`src/hdl/cspl_pkg.sv`:
```
// Shared types, constants and the divider step for the contrast stretch pipeline.
package cspl_pkg;

    localparam int PIX_W              = 8;
    localparam int CFG_IDX_W          = 2;
    localparam int DIV_STAGES         = 4;
    localparam int DIV_BITS_PER_STAGE = PIX_W / DIV_STAGES;
    localparam int PIPE_DEPTH         = DIV_STAGES + 3;

    localparam logic [PIX_W-1:0] TOP_LEVEL = 8'd255;

    typedef enum logic [CFG_IDX_W-1:0] {
        REG_LOW_KNEE_IN   = 2'd0,
        REG_LOW_KNEE_OUT  = 2'd1,
        REG_HIGH_KNEE_IN  = 2'd2,
        REG_HIGH_KNEE_OUT = 2'd3
    } cfg_reg_t;

    typedef struct packed {
        logic [PIX_W-1:0] low_knee_in;
        logic [PIX_W-1:0] low_knee_out;
        logic [PIX_W-1:0] high_knee_in;
        logic [PIX_W-1:0] high_knee_out;
    } knee_t;

    localparam knee_t KNEE_RESET = '{
        low_knee_in:   8'd64,
        low_knee_out:  8'd32,
        high_knee_in:  8'd192,
        high_knee_out: 8'd224
    };

    // Segment operands: result = base +/- (slope * offs) / den
    typedef struct packed {
        logic [PIX_W-1:0] slope;
        logic [PIX_W-1:0] offs;
        logic [PIX_W-1:0] den;
        logic [PIX_W-1:0] base;
        logic             neg;
        logic             dz;
    } seg_t;

    // Divider state: partial remainder, numerator bits still to shift in, quotient so far
    typedef struct packed {
        logic [PIX_W-1:0] rem;
        logic [PIX_W-1:0] low;
        logic [PIX_W-1:0] quo;
        logic [PIX_W-1:0] den;
        logic [PIX_W-1:0] base;
        logic             neg;
        logic             dz;
    } div_t;

    // One restoring step: shift in the next numerator bit, subtract if it fits.
    // The remainder stays below den, so the shifted value fits in PIX_W+1 bits.
    function automatic div_t div_step(input div_t d);
        div_t           r;
        logic [PIX_W:0] t;
        r     = d;
        t     = {d.rem, d.low[PIX_W-1]};
        r.low = {d.low[PIX_W-2:0], 1'b0};
        if (t >= {1'b0, d.den})
        begin
            r.rem = PIX_W'(t - {1'b0, d.den});
            r.quo = {d.quo[PIX_W-2:0], 1'b1};
        end
        else
        begin
            r.rem = t[PIX_W-1:0];
            r.quo = {d.quo[PIX_W-2:0], 1'b0};
        end
        return r;
    endfunction

endpackage

```
`src/hdl/cspl_cfg.sv`:
```
// Knee point registers written through the configuration port.
module cspl_cfg
    import cspl_pkg::*;
(
    input  logic                 clk,
    input  logic                 rst_n,
    input  logic                 cfg_valid,
    output logic                 cfg_ready,
    input  logic [CFG_IDX_W-1:0] cfg_index,
    input  logic [PIX_W-1:0]     cfg_data,
    output knee_t                knee
);

    knee_t knee_reg;
    knee_t knee_next;

    always_comb
    begin
        knee_next = knee_reg;
        if (cfg_valid)
        begin
            unique case (cfg_reg_t'(cfg_index))
                REG_LOW_KNEE_IN:   knee_next.low_knee_in   = cfg_data;
                REG_LOW_KNEE_OUT:  knee_next.low_knee_out  = cfg_data;
                REG_HIGH_KNEE_IN:  knee_next.high_knee_in  = cfg_data;
                REG_HIGH_KNEE_OUT: knee_next.high_knee_out = cfg_data;
                default:           knee_next = knee_reg;
            endcase
        end
    end

    always_ff @(posedge clk or negedge rst_n)
    begin
        if (!rst_n)
        begin
            knee_reg <= KNEE_RESET;
        end
        else
        begin
            knee_reg <= knee_next;
        end
    end

    assign cfg_ready = 1'b1;
    assign knee      = knee_reg;

endmodule

```
`src/hdl/cspl_front.sv`:
```
// Segment select stage followed by the slope-times-offset multiply stage.
module cspl_front
    import cspl_pkg::*;
(
    input  logic             clk,
    input  logic             rst_n,
    input  logic             pix_valid,
    output logic             pix_ready,
    input  logic [PIX_W-1:0] pix,
    input  knee_t            knee,
    output logic             prod_valid,
    input  logic             prod_ready,
    output div_t             prod
);

    logic  seg_valid_reg;
    logic  seg_valid_next;
    seg_t  seg_reg;
    seg_t  seg_next;
    logic  seg_ready;

    logic  mul_valid_reg;
    logic  mul_valid_next;
    div_t  mul_reg;
    div_t  mul_next;
    logic  mul_ready;

    logic [2*PIX_W-1:0] product;

    // Pick the segment and form its unsigned operands
    always_comb
    begin
        seg_next = '0;
        if (pix < knee.low_knee_in)
        begin
            seg_next.slope = knee.low_knee_out;
            seg_next.offs  = pix;
            seg_next.den   = knee.low_knee_in;
            seg_next.base  = '0;
        end
        else if (pix < knee.high_knee_in)
        begin
            seg_next.neg   = knee.high_knee_out < knee.low_knee_out;
            seg_next.slope = seg_next.neg ? knee.low_knee_out - knee.high_knee_out
                                          : knee.high_knee_out - knee.low_knee_out;
            seg_next.offs  = pix - knee.low_knee_in;
            seg_next.den   = knee.high_knee_in - knee.low_knee_in;
            seg_next.base  = knee.low_knee_out;
        end
        else
        begin
            seg_next.slope = TOP_LEVEL - knee.high_knee_out;
            seg_next.offs  = pix - knee.high_knee_in;
            seg_next.den   = TOP_LEVEL - knee.high_knee_in;
            seg_next.base  = knee.high_knee_out;
            // high knee at the top level: the quotient is taken as zero
            seg_next.dz    = knee.high_knee_in == TOP_LEVEL;
        end
    end

    assign mul_ready      = !mul_valid_reg || prod_ready;
    assign seg_ready      = !seg_valid_reg || mul_ready;
    assign seg_valid_next = seg_ready ? pix_valid : seg_valid_reg;
    assign mul_valid_next = mul_ready ? seg_valid_reg : mul_valid_reg;

    assign product = seg_reg.slope * seg_reg.offs;

    always_comb
    begin
        mul_next      = '0;
        mul_next.rem  = product[2*PIX_W-1:PIX_W];
        mul_next.low  = product[PIX_W-1:0];
        mul_next.den  = seg_reg.den;
        mul_next.base = seg_reg.base;
        mul_next.neg  = seg_reg.neg;
        mul_next.dz   = seg_reg.dz;
    end

    always_ff @(posedge clk or negedge rst_n)
    begin
        if (!rst_n)
        begin
            seg_valid_reg <= 1'b0;
            mul_valid_reg <= 1'b0;
        end
        else
        begin
            seg_valid_reg <= seg_valid_next;
            mul_valid_reg <= mul_valid_next;
        end
    end

    always_ff @(posedge clk)
    begin
        if (seg_ready)
        begin
            seg_reg <= seg_next;
        end
        if (mul_ready)
        begin
            mul_reg <= mul_next;
        end
    end

    assign pix_ready  = seg_ready;
    assign prod_valid = mul_valid_reg;
    assign prod       = mul_reg;

endmodule

```
`src/hdl/cspl_div_stage.sv`:
```
// One divider stage: resolves DIV_BITS_PER_STAGE (two) quotient bits per beat.
module cspl_div_stage
    import cspl_pkg::*;
(
    input  logic clk,
    input  logic rst_n,
    input  logic up_valid,
    output logic up_ready,
    input  div_t up_data,
    output logic dn_valid,
    input  logic dn_ready,
    output div_t dn_data
);

    logic valid_reg;
    logic valid_next;
    div_t data_reg;
    div_t data_next;

    always_comb
    begin
        data_next = up_data;
        for (int i = 0; i < DIV_BITS_PER_STAGE; i++)
        begin
            data_next = div_step(data_next);
        end
    end

    assign up_ready   = !valid_reg || dn_ready;
    assign valid_next = up_ready ? up_valid : valid_reg;

    always_ff @(posedge clk or negedge rst_n)
    begin
        if (!rst_n)
        begin
            valid_reg <= 1'b0;
        end
        else
        begin
            valid_reg <= valid_next;
        end
    end

    always_ff @(posedge clk)
    begin
        if (up_ready)
        begin
            data_reg <= data_next;
        end
    end

    assign dn_valid = valid_reg;
    assign dn_data  = data_reg;

endmodule

```
`src/hdl/cspl_out.sv`:
```
// Output stage: applies the quotient to the segment base, clamps, holds the result beat.
module cspl_out
    import cspl_pkg::*;
(
    input  logic             clk,
    input  logic             rst_n,
    input  logic             up_valid,
    output logic             up_ready,
    input  div_t             up_data,
    output logic             out_valid,
    input  logic             out_stall,
    output logic [PIX_W-1:0] gray_out
);

    logic             valid_reg;
    logic             valid_next;
    logic [PIX_W-1:0] gray_reg;
    logic [PIX_W-1:0] gray_next;
    logic [PIX_W-1:0] quo;
    logic [PIX_W:0]   sum;

    assign quo = up_data.dz ? '0 : up_data.quo;
    assign sum = {1'b0, up_data.base} + {1'b0, quo};

    always_comb
    begin
        if (up_data.neg)
        begin
            // drop to zero when the falling slope runs below the floor
            gray_next = (quo > up_data.base) ? '0 : up_data.base - quo;
        end
        else
        begin
            gray_next = sum[PIX_W] ? TOP_LEVEL : sum[PIX_W-1:0];
        end
    end

    assign up_ready   = !valid_reg || !out_stall;
    assign valid_next = up_ready ? up_valid : valid_reg;

    always_ff @(posedge clk or negedge rst_n)
    begin
        if (!rst_n)
        begin
            valid_reg <= 1'b0;
        end
        else
        begin
            valid_reg <= valid_next;
        end
    end

    always_ff @(posedge clk)
    begin
        if (up_ready)
        begin
            gray_reg <= gray_next;
        end
    end

    assign out_valid = valid_reg;
    assign gray_out  = gray_reg;

endmodule

```
`src/hdl/contrast_stretch_piecewise_linear.sv`:
```
// Top level of the piecewise-linear contrast stretch pipeline.
// Maps each 8-bit gray pixel through the curve (0,0)-(low knee)-(high knee)-(255,255),
// truncating every segment quotient toward zero and clamping to 0..255. One pixel is
// accepted per clock when nothing stalls; each result passes through the stages in order:
// one stage picks the segment, one does the 8x8 multiply, four divider stages
// resolve two quotient bits each, and one stage adds the segment base and clamps. A stall
// on the output backs up stage by stage; empty stages keep filling meanwhile. The four
// knee registers take writes at any clock (cfg_ready is always high), but are meant to be
// written only while no pixel is in flight.
module contrast_stretch_piecewise_linear
    import cspl_pkg::*;
(
    input  logic                 clk,
    input  logic                 rst_n,
    input  logic                 in_valid,
    output logic                 in_stall,
    input  logic [PIX_W-1:0]     gray_in,
    output logic                 out_valid,
    input  logic                 out_stall,
    output logic [PIX_W-1:0]     gray_out,
    input  logic                 cfg_valid,
    output logic                 cfg_ready,
    input  logic [CFG_IDX_W-1:0] cfg_index,
    input  logic [PIX_W-1:0]     cfg_data
);

    knee_t                knee;
    logic                 pix_ready;
    logic [DIV_STAGES:0]  div_valid;
    logic [DIV_STAGES:0]  div_ready;
    div_t                 div_data [DIV_STAGES+1];

    cspl_cfg u_cfg (
        .clk       (clk),
        .rst_n     (rst_n),
        .cfg_valid (cfg_valid),
        .cfg_ready (cfg_ready),
        .cfg_index (cfg_index),
        .cfg_data  (cfg_data),
        .knee      (knee)
    );

    cspl_front u_front (
        .clk        (clk),
        .rst_n      (rst_n),
        .pix_valid  (in_valid),
        .pix_ready  (pix_ready),
        .pix        (gray_in),
        .knee       (knee),
        .prod_valid (div_valid[0]),
        .prod_ready (div_ready[0]),
        .prod       (div_data[0])
    );

    for (genvar g = 0; g < DIV_STAGES; g++)
    begin : g_div
        cspl_div_stage u_div (
            .clk      (clk),
            .rst_n    (rst_n),
            .up_valid (div_valid[g]),
            .up_ready (div_ready[g]),
            .up_data  (div_data[g]),
            .dn_valid (div_valid[g+1]),
            .dn_ready (div_ready[g+1]),
            .dn_data  (div_data[g+1])
        );
    end

    cspl_out u_out (
        .clk       (clk),
        .rst_n     (rst_n),
        .up_valid  (div_valid[DIV_STAGES]),
        .up_ready  (div_ready[DIV_STAGES]),
        .up_data   (div_data[DIV_STAGES]),
        .out_valid (out_valid),
        .out_stall (out_stall),
        .gray_out  (gray_out)
    );

    assign in_stall = !pix_ready;

endmodule

```
`config.mk`:
```
export PLATFORM = sky130hd
export DESIGN_NAME = contrast_stretch_piecewise_linear
export DESIGN_NICKNAME = d
export VERILOG_FILES = /design/src/hdl/cspl_pkg.sv /design/src/hdl/cspl_cfg.sv /design/src/hdl/cspl_front.sv /design/src/hdl/cspl_div_stage.sv /design/src/hdl/cspl_out.sv /design/src/hdl/contrast_stretch_piecewise_linear.sv
export SDC_FILE = /design/constraint.sdc
export NUM_CORES = 1
export LEC_CHECK = 0
export BUFFER_PORTS_ARGS = -buffer_cell sky130_fd_sc_hd__clkbuf_2
export CAP_MARGIN = 25
export CORE_MARGIN = 2
export CORE_UTILIZATION = 45
export CTS_BUF_LIST = sky130_fd_sc_hd__clkbuf_8
export DETAILED_ROUTE_END_ITERATION = 8
export SYNTH_ARGS = -nofsm -noshare
export SYNTH_HDL_FRONTEND = slang
export SYNTH_SLANG_ARGS = --single-unit
```
`constraint.sdc`:
```
create_clock -name clk -period 10.55 [get_ports clk]
set_clock_uncertainty 0.05 [all_clocks]
set_input_delay 1.055 -clock clk [delete_from_list [all_inputs] [get_ports clk]]
set_output_delay 1.055 -clock clk [all_outputs]
set_load 0.1 [all_outputs]
```
Yosys cells after proc, flatten, opt, wreduce, memory -nomap -nowiden
Cells that the tools add are included. Widths: inputs -> output; s select.

Add/sub/neg operators: 16. Multipliers: 1. Divide/modulo/power cells: 0. Order comparisons: 12. Equality and inequality tests: 4. Shifts and indexed selects: 0. Muxes and demuxes: 22. Bitwise operators: 1. Reductions and logical operators: 23.

Operator list (count): $sub 8x8->8 (13); $mux 8 (12); $ge 9x8->1 (8); $mux 32 (2); $lt 8x8->1 (3); $mul 8x8->16 (1); $sub 8x8->8 const A (2); $add 8x8->9 (1); $logic_not 1->1 (9); $eq 8x8->1 const B (1); $gt 8x8->1 (1); $mux 1 (8); $reduce_and 2->1 (4); $logic_or 1x1->1 (7); $eq 2x2->1 const B (2); $reduce_or 2->1 (2); $eq 2x1->1 const B (1); $logic_not 2->1 (1); $not 1->1 (1).

Bits in registers: 235. Bits in latches: 0. Bits in writable memories: 0. Memory bits (read-only): 0. Bits of input ports: 23. Output and inout bits: 11. Logic and storage cells: 128. Memories: 0.

Longest topological paths before layout
Word-level depth: 9. Mapped depth: 18. Mapped depth without buffers: 17.

Cells and area by module
From an unflattened synthesis, not the netlist that was laid out.

Cell total of the unflattened synthesis: 1542. Area total of the unflattened synthesis: 17860.9 µm².

By module, submodules not included: cspl_div_stage at g_div[0].u_div ... (instances 3, cells an instance 172, area an instance 2268.4 µm², sequential area each 1226.2 µm²); cspl_front (instances 1, cells an instance 664, area an instance 6523.8 µm², sequential area each 2092.0 µm²); cspl_div_stage at g_div[2].u_div (instances 1, cells an instance 157, area an instance 2143.3 µm², sequential area each 1226.2 µm²); cspl_cfg (instances 1, cells an instance 70, area an instance 1232.4 µm², sequential area each 809.5 µm²); cspl_out (instances 1, cells an instance 134, area an instance 1152.4 µm², sequential area each 265.3 µm²); contrast_stretch_piecewise_linear (instances 1, cells an instance 1, area an instance 3.8 µm², sequential area each 0.0 µm²).

Worst setup path after synthesis
No wires, ideal clock.

Path kind: register -> output. Start: register u_out.valid_reg, in the netlist u_out.out_valid. End: output in_stall. Arrival time: 3945 ps. Data required time: 9445 ps. Path slack: 5500 ps. Stages on the path, launching flop included: 5. Path buffers: 0. Cells stage by stage: dfrtp_1 -> nand3_1 -> nor2_1 -> nand3_1 -> inv_1.

Cells in the longest elaborated chain, start to end: 9.

RTL lines: start, declared (line cspl_out.sv:15) `logic valid_reg;`; start signal, assigned (line cspl_out.sv:49) `valid_reg <= valid_next;`; $logic_not 1->1 (line cspl_out.sv:38) `assign up_ready = !valid_reg || !out_stall;`; $logic_or 1x1->1 (line cspl_out.sv:38); $logic_or 1x1->1 (line cspl_div_stage.sv:29) `assign up_ready = !valid_reg || dn_ready;`; via g_div[2].u_div.dn_ready (line cspl_div_stage.sv:11) `input logic dn_ready,`; $logic_or 1x1->1 (3 in series) (line cspl_div_stage.sv:29); $logic_or 1x1->1 (line cspl_front.sv:61) `assign mul_ready = !mul_valid_reg || prod_ready;`; $logic_or 1x1->1 (line cspl_front.sv:62) `assign seg_ready = !seg_valid_reg || mul_ready;`; $logic_not 1->1 (line contrast_stretch_piecewise_linear.sv:80) `assign in_stall = !pix_ready;`; end, declared (line contrast_stretch_piecewise_linear.sv:16) `output logic in_stall,`.

The timed path passes the listed nets, and every way through them passes these cells.

==> results.toml <==
[routing]
routedWlPerCell_um = 15.34
via_count = 10400
drc = 0
wl_met1_um = 13770
top_layer = "met4"
wirelength_um = 30400
ant_nets = 0
met3_length_um = 910
drtPass1Iterations = 4
vias_per_cell = 5.248
drtIter0Drc = 519
wl_met2_um = 14990

[worst_setup_path]
rr_startpoint = "g_div[0].u_div.dn_data[11]"
regToRegEndpoint = "g_div[1].u_div.dn_data[37]"
crit_type = "reg2reg"
reg2reg_setup_slack_ns = 5.49
start_kind = "flip-flop"
path_common_cell = "o31a_1"
arrival_ns = 5.31
path_cells = "inv_1 > ha_1 > nor2b_4 > o31a_1 > o31ai_2 > nand3_1 > a21oi_1 > ha_1 > nor2b_1 > o31a_1 > o31a_1 > o21a_1 > o21ai_0 > and2_1 > mux2_4"
cpPeakStageDelay_ns = 0.47
reg2reg_depth = 15
critical_path.max_fanout = 12
end_kind = "flip-flop"
cp-startpoint = "g_div[0].u_div.dn_data[11]"
cp_slowest_cell = "a21oi_1"
required_ns = 10.80

[synthesis]
syn_inst = 1428
synth-async-reset-ratio = 0.1660
yosysSeqAreaShare = 0.4412
syn-cell-area_um2 = 15570
synth_edf_count = 196
synth.distinct_cells = 72
syn_avg_cell_area_um2 = 10.90
yosysWarnings = 0
synth-seq-cells = 235
ys.flop_type = "edfxtp_1"
synth_fp_nets = 1655

[sta]
worst_pin_slew_ns = 0.8845
setup_violations = 0
layout_min_cycle_time_ns = 5.059
slew_headroom = 0.4087
setup_tns_ns = 0
finalHoldViolations = 0
rsz0062_at_grt = "false"
slew_violations = 0
period_share = 0.4795
fmax_mhz = 197.7

[clock_network]
clock-sinks = 235
cts.root.buffer_cell = "clkbuf_8"
insertion_delay_ns = 0.55
numCtsBuffers = 43
cts_tree = "built"
cts_resized = 0
post_cts_buffers = 0
cts_buffer_depth = 3
cts_max_level = 2
hold_buffers = 0
clk_pin_slew_ns = 0.06

[worst_hold_path]
hold_class = "in2async"

[job]
drv_cap = 0

[layout]
layout_common_cells = "196 x edfxtp_1, 180 x inv_1, 154 x ha_1, 91 x a21oi_1"
largest_reg_flops = 120
multi_input_area_um2 = 7995
flow.area_growth_from_synthesis_pct = 10.10
layout-drive-gt1-share = 0.1198
ff_latch_area_um2 = 6870
antenna_cells = 0
final_common_cell = "edfxtp_1"
fin_nets = 1723
fillCellCount = 3059
final_cells = 1982

[global_routing]
grtUsageTotal = 0.1746
grt-ovfl-total = 0
grt_max_degree = 40
grt_pass1_vias = 10260
grt_pass1_wl_um = 50800
antenna_found_initial = 0

[floorplanning]
dieHeight_um = 190.0
rows = 68
start_util = 0.4541
die_w_um = 190.0
io_pins = 34
coreArea_um2 = 34290
design.die.area_um2 = 36110

[place]
place_inst = 1905
gp_congestion = 0.8684
portBuffers = 32
place_hpwl_um = 23400

[status]
outcome = "completed"
## synthesized netlist by cell type (5+ instances only)
library cell | n | area [um2]
or2_2 | 9 | 56.30
and2_1 | 54 | 337.8
a21oi_1 | 93 | 465.5
o31a_1 | 8 | 70.07
mux2i_1 | 14 | 140.1
clkbuf_1 | 14 | 52.55
a211oi_1 | 11 | 82.58
nor2_1 | 77 | 289.0
nand4_1 | 14 | 87.58
and3_1 | 6 | 37.54
o21bai_1 | 7 | 52.55
inv_1 | 169 | 634.4
dfrtp_1 | 32 | 800.8
mux2_2 | 50 | 563.0
o21ai_0 | 87 | 435.4
xnor2_1 | 32 | 280.3
o21a_1 | 24 | 180.2
a21boi_0 | 7 | 52.55
nand2_1 | 87 | 326.6
edfxtp_1 | 196 | 5886
a221oi_1 | 5 | 43.79
xor2_1 | 15 | 131.4
dfstp_2 | 7 | 183.9
nand2b_1 | 27 | 168.9
fa_1 | 50 | 1001
a31oi_1 | 8 | 50.05
nor2b_1 | 29 | 181.4
or3_1 | 13 | 81.33
nand3b_1 | 5 | 37.54
a21o_1 | 17 | 127.6
nand3_1 | 21 | 105.1
ha_1 | 154 | 1927
nor3_1 | 22 | 110.1
nor4_1 | 6 | 37.54
## layout make-up
cell class                 count  area share
multi-input combinational   1005      0.4664
sequential                   235      0.4007
inverter                     169     0.03700
clock buffer                  43     0.03452
tap                          455     0.03321
timing repair buffer          42     0.01445
clock inverter                33     0.01372
## through the flow
stage            util  instance area (um2)  worst slack, ns  hold WS (ns)
2_1_floorplan       -                15570            5.500        0.3503
3_3_place_gp   0.4753                16300            5.606        0.3505
3_5_place_dp   0.4753                16300            5.464        0.3545
4_1_cts        0.4994                17120            5.447        0.3476
5_1_grt        0.5000                17140            5.089        0.2750
6_report       0.5000                17140            5.491        0.2973
## worst max path at each step
stage	cells past startpoint	slack, ns	end
2_1_floorplan	4	5.50	in_stall
3_3_place_gp	15	5.61	g_div[1].u_div.dn_data[39]
3_5_place_dp	15	5.46	g_div[1].u_div.dn_data[37]
4_1_cts	15	5.45	g_div[1].u_div.dn_data[37]
5_1_grt	15	5.09	g_div[1].u_div.dn_data[35]
6_report	15	5.49	g_div[1].u_div.dn_data[37]
## kinds of logic (layout without fill, tap and decap cells)
family | after synthesis | after routing | synth area share
muxes | 68 | 68 | 0.04902
AOI/OAI and AO/OA | 306 | 306 | 0.1247
DFF | 235 | 235 | 0.4412
buffers and inverters | 188 | 287 | 0.04612
xor gates and xnor gates | 47 | 47 | 0.02644
other | 1 | 1 | 0.0002408
adders and majority gates | 204 | 204 | 0.1880
and+or+nand+nor | 379 | 379 | 0.1242
## per-layer routing
| layer | GRT usage | vias up |
|---|---|---|
| met5 | 0 | - |
| met4 | 0.05158 | 0 |
| met3 | 0.02417 | 53 |
| met2 | 0.3108 | 161 |
| met1 | 0.2209 | 4949 |
| li1 | - | 5238 |
## worst max-delay path: cells and delay by family, from the launching register on
kind	cells	cell delay, ns
flip-flops	1	0.38
AND/OR/NAND/NOR	4	1.16
adder cells (fa/ha/maj)	2	0.60
AO/OA/AOI/OAI	7	2.08
buffers and inverters	1	0.20
multiplexers	1	0.33
Power is left out: the tool's default activity adds up to more than one toggle a clock period on the data nets, which glitch-free logic cannot reach.
